--- src/design/dtf_pkg.sv ---
package dtf_pkg;

    localparam int TIME_WIDTH  = 64;
    localparam int FRAC_BITS   = 32;
    localparam int GAIN_WIDTH  = 34;
    localparam int RAW_WIDTH   = 63;
    localparam int COUNT_WIDTH = 32;
    localparam int PADDR_WIDTH = 5;
    localparam int PDATA_WIDTH = 64;
    localparam int PROD_WIDTH  = GAIN_WIDTH + TIME_WIDTH;
    localparam int STEP_CNT_W  = $clog2(TIME_WIDTH + 1);

    typedef logic signed [TIME_WIDTH-1:0] t_time;

    localparam t_time TMAX = {1'b0, {(TIME_WIDTH-1){1'b1}}};
    localparam t_time TMIN = {1'b1, {(TIME_WIDTH-1){1'b0}}};

    localparam logic [RAW_WIDTH-1:0] LOOP_PERIOD_RESET = RAW_WIDTH'(64'h1_0000_0000);

    typedef struct packed {
        logic [RAW_WIDTH-1:0] raw_time;
        logic                 restart;
    } t_in_item;

    typedef struct packed {
        t_time filtered_time;
        t_time predicted_next;
        t_time filt_drift;
        t_time dev_drift;
        t_time filt_jitter;
        t_time sys_jitter;
    } t_out_item;

    typedef enum logic [1:0] {
        REG_LOOP_PERIOD = 2'd0,
        REG_PROP_GAIN   = 2'd1,
        REG_INTEG_GAIN  = 2'd2
    } t_reg_index;

    typedef enum logic [2:0] {
        S_IDLE,
        S_CALC1,
        S_CALC2,
        S_LOAD,
        S_RUN,
        S_APPLY1,
        S_APPLY2,
        S_EMIT
    } t_state;

    typedef struct packed {
        logic capture;
        logic calc1;
        logic calc2;
        logic load;
        logic step;
        logic apply1;
        logic apply2;
        logic emit;
    } t_cmd;

    function automatic t_time sat_add(t_time a, t_time b);
        logic signed [TIME_WIDTH:0] s;
        s = {a[TIME_WIDTH-1], a} + {b[TIME_WIDTH-1], b};
        if (s[TIME_WIDTH] != s[TIME_WIDTH-1]) begin
            return s[TIME_WIDTH] ? TMIN : TMAX;
        end
        return s[TIME_WIDTH-1:0];
    endfunction

    function automatic t_time sat_sub(t_time a, t_time b);
        logic signed [TIME_WIDTH:0] s;
        s = {a[TIME_WIDTH-1], a} - {b[TIME_WIDTH-1], b};
        if (s[TIME_WIDTH] != s[TIME_WIDTH-1]) begin
            return s[TIME_WIDTH] ? TMIN : TMAX;
        end
        return s[TIME_WIDTH-1:0];
    endfunction

endpackage

--- src/design/dtf_ctrl.sv ---
module dtf_ctrl (
    input  logic           i_clk,
    input  logic           i_rst_n,
    input  logic           i_in_valid,
    output logic           o_in_ready,
    output logic           o_out_valid,
    input  logic           i_out_ready,
    output dtf_pkg::t_cmd  o_cmd
);

    localparam int SW = dtf_pkg::STEP_CNT_W;
    localparam logic [SW-1:0] LAST_STEP = SW'(dtf_pkg::TIME_WIDTH - 1);

    dtf_pkg::t_state r_state, n_state;
    logic [SW-1:0]   r_step, n_step;
    logic            r_out_valid, n_out_valid;
    dtf_pkg::t_cmd   w_cmd;

    always_ff @(posedge i_clk) begin
        if (!i_rst_n) begin
            r_state     <= dtf_pkg::S_IDLE;
            r_step      <= '0;
            r_out_valid <= 1'b0;
        end else begin
            r_state     <= n_state;
            r_step      <= n_step;
            r_out_valid <= n_out_valid;
        end
    end

    always_comb begin
        n_state     = r_state;
        n_step      = r_step;
        w_cmd       = '0;
        n_out_valid = r_out_valid && !i_out_ready;
        unique case (r_state)
            dtf_pkg::S_IDLE: begin
                if (i_in_valid) begin
                    w_cmd.capture = 1'b1;
                    n_state       = dtf_pkg::S_CALC1;
                end
            end
            dtf_pkg::S_CALC1: begin
                w_cmd.calc1 = 1'b1;
                n_state     = dtf_pkg::S_CALC2;
            end
            dtf_pkg::S_CALC2: begin
                w_cmd.calc2 = 1'b1;
                n_state     = dtf_pkg::S_LOAD;
            end
            dtf_pkg::S_LOAD: begin
                w_cmd.load = 1'b1;
                n_step     = '0;
                n_state    = dtf_pkg::S_RUN;
            end
            dtf_pkg::S_RUN: begin
                w_cmd.step = 1'b1;
                n_step     = r_step + 1'b1;
                if (r_step == LAST_STEP) begin
                    n_state = dtf_pkg::S_APPLY1;
                end
            end
            dtf_pkg::S_APPLY1: begin
                w_cmd.apply1 = 1'b1;
                n_state      = dtf_pkg::S_APPLY2;
            end
            dtf_pkg::S_APPLY2: begin
                w_cmd.apply2 = 1'b1;
                n_state      = dtf_pkg::S_EMIT;
            end
            dtf_pkg::S_EMIT: begin
                // wait until the output register is free
                if (!r_out_valid || i_out_ready) begin
                    w_cmd.emit  = 1'b1;
                    n_out_valid = 1'b1;
                    n_state     = dtf_pkg::S_IDLE;
                end
            end
            default: n_state = dtf_pkg::S_IDLE;
        endcase
    end

    assign o_cmd       = w_cmd;
    assign o_in_ready  = (r_state == dtf_pkg::S_IDLE);
    assign o_out_valid = r_out_valid;

`ifndef SYNTHESIS
    a_emit_free: assert property (@(posedge i_clk) disable iff (!i_rst_n)
        w_cmd.emit |-> (!r_out_valid || i_out_ready))
        else $error("result written over a pending one");
    a_accept_calc: assert property (@(posedge i_clk) disable iff (!i_rst_n)
        (i_in_valid && o_in_ready) |=> (r_state == dtf_pkg::S_CALC1))
        else $error("accepted request not processed");
    a_emit_valid: assert property (@(posedge i_clk) disable iff (!i_rst_n)
        w_cmd.emit |=> (r_out_valid && r_state == dtf_pkg::S_IDLE))
        else $error("result not presented after emit");
    a_run_bound: assert property (@(posedge i_clk) disable iff (!i_rst_n)
        (r_state == dtf_pkg::S_RUN) |-> (r_step <= LAST_STEP))
        else $error("step counter overran");
`endif

endmodule

--- config.mk ---
export PLATFORM = sky130hd
export DESIGN_NAME = dtf_ctrl
export DESIGN_NICKNAME = d
export VERILOG_FILES = /design/src/design/dtf_pkg.sv /design/src/design/dtf_ctrl.sv
export SDC_FILE = /design/constraint.sdc
export NUM_CORES = 1
export LEC_CHECK = 0
export BUFFER_PORTS_ARGS = -buffer_cell sky130_fd_sc_hd__buf_2
export CAP_MARGIN = 30
export CORE_AREA = 3 3 40 42
export CTS_CLUSTER_SIZE = 30
export DETAILED_ROUTE_END_ITERATION = 8
export DIE_AREA = 0 0 43 45
export HOLD_SLACK_MARGIN = 0.1
export PLACE_DENSITY = 0.67
export SLEW_MARGIN = 20
export SYNTH_ARGS = -nofsm -noshare
export SYNTH_HDL_FRONTEND = slang
export SYNTH_SLANG_ARGS = --single-unit
--- constraint.sdc ---
create_clock -name i_clk -period 1.7 [get_ports i_clk]
set_input_delay 0.34 -clock i_clk [delete_from_list [all_inputs] [get_ports i_clk]]
set_output_delay 0.34 -clock i_clk [all_outputs]
set_load 0.01 [all_outputs]
==> flow_metrics.tcl, run 1 <==
set metrics [dict create \
    synth_top_family_by_area "simple AND/OR/NAND/NOR gates" \
    cts_buffers 3 \
    clock_skew_ps 2.30 \
    chipWidth_um 43 \
    antenna_found_initial 0 \
    grt_max_degree 12 \
    gp_congestion 0.765 \
    cp-end-kind "output port" \
    cts_max_level 1 \
    final_nets 94 \
    dr.pass1.iters 4 \
    status "finished clean" \
    wl_met2_um 584 \
    cts.sinks 11 \
    final.setup.worst_slack_ps 92.2 \
    drive_gt1_frac 0.295 \
    powerDensity_nw_per_um2 748 \
    clkTransAtPathRegs_ps 70 \
    io_pins 14 \
    design.core.area_um2 1280 \
    vias 564 \
    setup_viol 0 \
    rsz0062_at_grt "false" \
    clk_latency_ps 270 \
    path_max_fanout 8 \
    synth_xor_area_frac 0 \
    period_share 0.946 \
    muxShareOfSynthArea 0 \
    worstPathCellList "or3b_4 > clkinv_2 > buf_2" \
    final.setup.tns_ps 0 \
    syn_avg_cell_area_um2 8.22 \
    overflow 0 \
    seq_area_frac_synth 0.383 \
    grt_pass1_vias 482 \
    slew_violations 0 \
    drc 0 \
    slew_headroom 0.797 \
    maxUsedRoutingLayer "met3" \
    clock-root-buffer "clkbuf_4" \
    syn-cell-area_um2 576 \
    crit_arrival_ps 1270 \
    syn_nets 75 \
    syn2layout_area_growth_pct 23.9 \
    critPathSlowestCell "or3b_4" \
    grt_pass1_wl_um 2080 \
    tightest_slew_ps 300 \
    dr_wl_met3_um 75 \
    dieArea_um2 1940 \
    drt_iter0_markers 18 \
    cts_tree "yes" \
    holdCritPathClass "in -> reg" \
    synthDistinctLibCells 30 \
    crit_buf_inv 2 \
    pre_cts_ws_ps 238 \
    min_period_ps 1610 \
    yosys.area_share.simple 0.330 \
    post_drt_wl_per_cell_um 12.3 \
    ant_nets 0 \
    rows 13 \
    syn_inst 70 \
    synth-seq-cells 11 \
    yosys_warnings 0 \
    diodes 0 \
    start_util 0.448 \
    io_buffers 13 \
    place_hpwl_um 888 \
    path_class "reg -> out" \
    p_leak_nw 0.320 \
    met1_length_um 608 \
    path_delay_family "simple AND/OR/NAND/NOR gates" \
    cp_slowest_stage_delay_ps 410 \
    die_h_um 45 \
    grt_usage 0.145 \
    holdBufCountCts 0 \
    fmax_mhz 622 \
    clock_path_buffers 2 \
    totalWireLength_um 1270 \
    synth_compound_area_frac 0.207 \
    critPathRequiredTime_ps 1360 \
    via_per_inst 5.48 \
    hold_viol_final 0 \
    max-vdd-ir-drop_v 0.000620 \
    synth_fa_ha_area_frac 0.0217 \
    start_kind "flip-flop" \
    maxCapViolCount 0 \
]
[through the flow]
stage | util | cell area [µm²] | std cells | total power, mW | hold slack, ps
after CTS | 0.541 | 696 | 102 | 0.538 | 330
final | 0.555 | 713 | 103 | 0.533 | 335
after global placement | 0.519 | 667 | 98 | 0.357 | 490
after detailed placement | 0.519 | 667 | 98 | 0.358 | 500
after floorplan | - | 576 | 70 | 0.325 | 458
after global routing | 0.555 | 713 | 103 | 0.565 | 334
[layer usage]
layer,global-route usage,vias to the layer above
met5,0,-
met4,0.0181,0
met3,0.0717,0
met2,0.225,16
met1,0.188,251
li1,-,297
[worst paths after layout]
check        startpoint         to  slack, ps  cells past startpoint
max          r_state[2]   o_cmd[3]         90                      3
min             i_rst_n  r_step[5]        340                      2
max reg2reg  r_state[2]  r_step[6]        240                      3
min reg2reg   r_step[1]  r_step[1]        510                      2
[layout by cell type (no fill, tap or decap), types with 3 or more instances in the layout]
cell type | Yosys | routed
clkbuf_4 | 0 | 3
nand3_1 | 6 | 6
nor3_1 | 4 | 4
buf_2 | 0 | 13
nor2_1 | 3 | 3
dfxtp_1 | 11 | 11
nand2_1 | 6 | 6
buf_4 | 0 | 5
a21oi_1 | 6 | 6
[synth_stat cells]
cell | number | share of area
dfxtp_1 | 11 | 0.38
inv_1 | 2 | 0.013
o31a_1 | 1 | 0.015
or4_1 | 1 | 0.013
nor3_1 | 4 | 0.035
buf_6 | 1 | 0.020
clkinv_1 | 1 | 0.0065
nor4_1 | 1 | 0.011
o311a_1 | 1 | 0.017
nor2_1 | 3 | 0.020
clkbuf_1 | 3 | 0.020
o21ai_0 | 2 | 0.017
a41oi_1 | 1 | 0.015
and3_1 | 1 | 0.011
nor2b_1 | 2 | 0.022
ha_1 | 1 | 0.022
nor3b_1 | 2 | 0.026
and2_1 | 1 | 0.011
and3b_1 | 2 | 0.030
a21oi_1 | 6 | 0.052
nand2b_1 | 2 | 0.022
o311ai_0 | 1 | 0.015
or3_1 | 1 | 0.011
a311oi_1 | 2 | 0.030
o211a_1 | 1 | 0.017
o21a_1 | 2 | 0.026
nand3_1 | 6 | 0.052
nand3b_1 | 1 | 0.013
or3b_1 | 1 | 0.015
nand2_1 | 6 | 0.039
[what timing repair did]
item / 4_1_cts / 5_1_grt
endpoints found under the setup margin: 1 / 3
resized for setup: 1 / 3
setup buffers: 0 / 1
[sequential cells by signal, summed over array words and instances, names as in the netlist]
| name | count |
|---|---|
| r_state | 3 |
| r_step | 7 |
| o_out_valid | 1 |
[where the power goes]
part,leakage (nW),switching (mW),internal [mW]
clock network,0.0177,0.0907,0.0871
logic,0.214,0.0490,0.0382
registers,0.0891,0.00395,0.265
[cells by family after synthesis]
family | after synthesis
adders and majority gates | 1
AOI/OAI and AO/OA | 17
DFF | 11
and+or+nand+nor | 34
buffers and inverters | 7
[final cells by class]
class | instances | area [µm²]
clock buffer | 3 | 22.5
clock inverter | 1 | 5.00
fill | 122 | 572
inverter | 3 | 12.5
multi-input combinational | 52 | 332
sequential | 11 | 220
tap | 15 | 18.8
timing repair buffer | 18 | 103
Note: power is estimated with default switching activity, not from simulation.
==> run 2: changes to the inputs <==
BUFFER_PORTS_ARGS = -buffer_cell sky130_fd_sc_hd__clkbuf_2   (was -buffer_cell sky130_fd_sc_hd__buf_2)
==> flow_metrics.tcl, run 2 (synthesized netlist as in run 1, its figures left out) <==
set metrics [dict create \
    path_class "reg -> out" \
    critPathSlowestCell "dfxtp_1" \
    setup_viol 0 \
    final_nets 94 \
    design_area_um2 728 \
    mostFrequentLayoutCell "clkbuf_2" \
    cts.sinks 11 \
    grt_pass1_wl_um 2200 \
    drt_iter0_markers 20 \
    drc 0 \
    syn2layout_area_growth_pct 26.5 \
    die_h_um 45 \
    crit_arrival_ps 1300 \
    path_delay_family "simple AND/OR/NAND/NOR gates" \
    place_hpwl_um 905 \
    grt_pass1_vias 524 \
    critPathRequiredTime_ps 1360 \
    cts_max_level 1 \
    dieArea_um2 1940 \
    holdCritPathClass "in -> reg" \
    io_pins 14 \
    clkTransAtPathRegs_ps 70 \
    hold_viol_final 0 \
    gp_congestion 0.767 \
    met1_length_um 607 \
    overflow 0 \
    fmax_mhz 608 \
    slew_violations 0 \
    most-common-layout-cells "12 x clkbuf_2, 10 x dfxtp_1, 6 x nand3_1, 6 x nand2_1, 6 x a21oi_1" \
    p_leak_nw 0.311 \
    min_period_ps 1640 \
    grt_usage 0.151 \
    rows 13 \
    io_buffers 13 \
    wl_met2_um 617 \
    path_max_fanout 11 \
    cts_tree "yes" \
    period_share 0.967 \
    crit_buf_inv 2 \
    clk_latency_ps 270 \
    design.core.area_um2 1280 \
    diodes 0 \
    clock_path_buffers 2 \
    via_per_inst 5.61 \
    status "finished clean" \
    post_drt_wl_per_cell_um 12.9 \
    place_area_um2 667 \
    cp-end-kind "output port" \
    antenna_found_initial 0 \
    start_util 0.448 \
    fin_cells 103 \
    max-vdd-ir-drop_v 0.000568 \
    slew_headroom 0.800 \
    worstPathCellList "buf_4 > and3_4 > nor2b_2 > clkbuf_2" \
    placedCellCount 98 \
    vias 578 \
    dr.pass1.iters 4 \
    regMostFlops "r_step" \
    holdBufCountCts 0 \
    start_kind "flip-flop" \
    clock_skew_ps 0.726 \
    tightest_slew_ps 296 \
    largest_register_ffs 7 \
    totalWireLength_um 1330 \
    maxCapViolCount 0 \
    cts_buffers 3 \
    clock-root-buffer "clkbuf_4" \
    ant_nets 0 \
    powerDensity_nw_per_um2 745 \
    cp_slowest_stage_delay_ps 340 \
    maxUsedRoutingLayer "met4" \
    grt_max_degree 12 \
    dr_wl_met3_um 96 \
    chipWidth_um 43 \
    drive_gt1_frac 0.318 \
]
-- run 2: what timing repair did --
action / in CTS / in global routing
buffers inserted: 0 / 1
hold endpoints to repair: 0 / 0
resized for setup: 0 / 8
endpoints found under the setup margin: 0 / 4
-- run 2: power by group --
group          switching (mW)  total [mW]  internal, mW
Combinational          0.0512      0.0913        0.0401
Sequential            0.00411       0.269         0.265
Clock                  0.0952       0.183        0.0873
-- run 2: final cells by class --
class,instances,area (µm²)
fillers,133,557
well taps,15,18.8
repair buffers,18,109
flip-flops and latches,11,221
inverters,3,15.0
multi-input cells,52,337
clock inverters,1,5.00
clock buffers,3,22.5
-- run 2: final timing paths --
check / from / endpoint / slack (ps) / cells after the start
worst max-delay path: r_state[0] / o_cmd[0] / 60 / 4
worst min-delay path: i_rst_n / r_step[3] / 330 / 2
worst max register to register: r_step[0] / r_step[6] / 230 / 4
worst min register to register: r_step[1] / r_step[1] / 510 / 2
-- run 2: layer usage --
metal / vias up / GRT usage
met3: 2 / 0.0717
li1: 301 / -
met4: 0 / 0.0361
met2: 20 / 0.237
met1: 255 / 0.190
met5: - / 0
-- run 2: metrics by stage --
stage	power (mW)	setup WS [ps]	TNS [ps]	utilization	hold WS [ps]
6_report	0.543	55.5	0	0.567	326
5_1_grt	0.569	-3.89	-3.89	0.567	336
4_1_cts	0.539	2.41	0	0.540	324
3_5_place_dp	0.359	233	0	0.519	501
3_3_place_gp	0.357	265	0	0.519	490
2_1_floorplan	0.325	205	0	-	458
==> run 3: changes to the inputs <==
clock period = 1.8 ns   (was 1.7 ns; I/O delays follow)
==> flow_metrics.tcl, run 3 (synthesized netlist as in run 1, its figures left out) <==
set metrics [dict create \
    rows 13 \
    rsz0062_at_grt "false" \
    syn2layout_area_growth_pct 21.7 \
    most-common-layout-cells "13 x clkbuf_2, 11 x dfxtp_1, 6 x nand3_1, 6 x nand2_1, 6 x a21oi_1" \
    timing.rr.end "r_step[6]" \
    chipWidth_um 43 \
    place_hpwl_um 906 \
    cp-end-kind "output port" \
    largest_register_ffs 7 \
    hold_viol_final 0 \
    ant_nets 0 \
    r2r_start "r_step[0]" \
    drc 0 \
    cts_tree "yes" \
    cts.repair.resized 0 \
    final.setup.tns_ps 0 \
    fin_cells 102 \
    setup_viol 0 \
    clock-root-buffer "clkbuf_4" \
    p_leak_nw 0.306 \
    max-vdd-ir-drop_v 0.000491 \
    holdBufCountCts 0 \
    antenna_found_initial 0 \
    die_h_um 45 \
    clock_path_buffers 2 \
    holdCritPathClass "in -> reg" \
    slew_violations 0 \
    period_share 0.929 \
    via_per_inst 5.69 \
    clk_latency_ps 270 \
    dieArea_um2 1940 \
    final.setup.worst_slack_ps 128 \
    post_drt_wl_per_cell_um 12.3 \
    pre_cts_ws_ps 327 \
    ff2ff_setup_slack_ps 330 \
    grt_max_degree 12 \
    design.core.area_um2 1280 \
    start_util 0.448 \
    critPathRequiredTime_ps 1440 \
    mostFrequentLayoutCell "clkbuf_2" \
    powerDensity_nw_per_um2 718 \
    start_kind "flip-flop" \
    grt_pass1_vias 484 \
    crit_arrival_ps 1310 \
    regMostFlops "r_step" \
    path_max_fanout 8 \
    totalWireLength_um 1250 \
    vias 580 \
    drt_iter0_markers 11 \
    cts_buffers 3 \
    fmax_mhz 598 \
    slew_headroom 0.794 \
    min_period_ps 1670 \
    diodes 0 \
    grt_pass1_wl_um 2150 \
    final_nets 93 \
    maxCapViolCount 0 \
    placedCellCount 98 \
    grt_usage 0.150 \
    io_pins 14 \
    status "finished clean" \
    post-cts-setup-buffers 0 \
    io_buffers 13 \
    setup.worst_path.end "o_cmd[3]" \
    overflow 0 \
    clkTransAtPathRegs_ps 70 \
    tightest_slew_ps 304 \
    cts.sinks 11 \
    cts_max_level 1 \
    ff2ff_path_depth 4 \
    clock_skew_ps 1.19 \
    gp_congestion 0.747 \
    drive_gt1_frac 0.264 \
    dr.pass1.iters 4 \
    path_class "reg -> out" \
    critPathLaunch "r_state[2]" \
]
[run 3: how the worst min path moves through the flow]
stage / cells past startpoint / endpoint / slack, ps / startpoint
6_report: 2 / r_step[5] / 340 / i_rst_n
3_3_place_gp: 2 / r_step[6] / 490 / r_step[6]
3_5_place_dp: 2 / r_step[1] / 500 / r_step[1]
5_1_grt: 2 / r_step[3] / 350 / i_rst_n
4_1_cts: 2 / r_step[5] / 340 / i_rst_n
2_1_floorplan: 1 / r_step[4] / 470 / r_step[4]
[run 3: routing by layer]
layer,GRT usage,wire [µm],vias to the layer above
met5,0,0,-
met2,0.216,553,11
met1,0.195,635,273
met4,0.0542,6,0
met3,0.0717,58,2
li1,-,-,294
[run 3: area by class of cell]
type	count	area, µm²
Fill cell	124	584
Clock inverter	1	5.00
Inverter	3	15.0
Clock buffer	3	22.5
Tap cell	15	18.8
Sequential cell	11	220
Multi-Input combinational cell	52	324
Timing Repair Buffer	17	95.1
[run 3: per-stage QoR]
step	total power [mW]	area, µm²	utilization	hold WS, ps
2_1_floorplan	0.307	576	-	473
3_3_place_gp	0.337	667	0.519	490
3_5_place_dp	0.339	667	0.519	502
4_1_cts	0.511	694	0.540	338
5_1_grt	0.535	701	0.545	347
6_report	0.503	701	0.545	344
[run 3: power breakdown]
| part | total [mW] | switching (mW) | internal (mW) |
|---|---|---|---|
| logic | 0.0807 | 0.0460 | 0.0347 |
| clock network | 0.169 | 0.0861 | 0.0824 |
| registers | 0.254 | 0.00362 | 0.250 |
[run 3: worst max-delay path: stages, from the launching register on]
cell,delay (ps)
dfxtp_1,330
or3b_4,420
clkinvlp_4,150
clkbuf_2,150
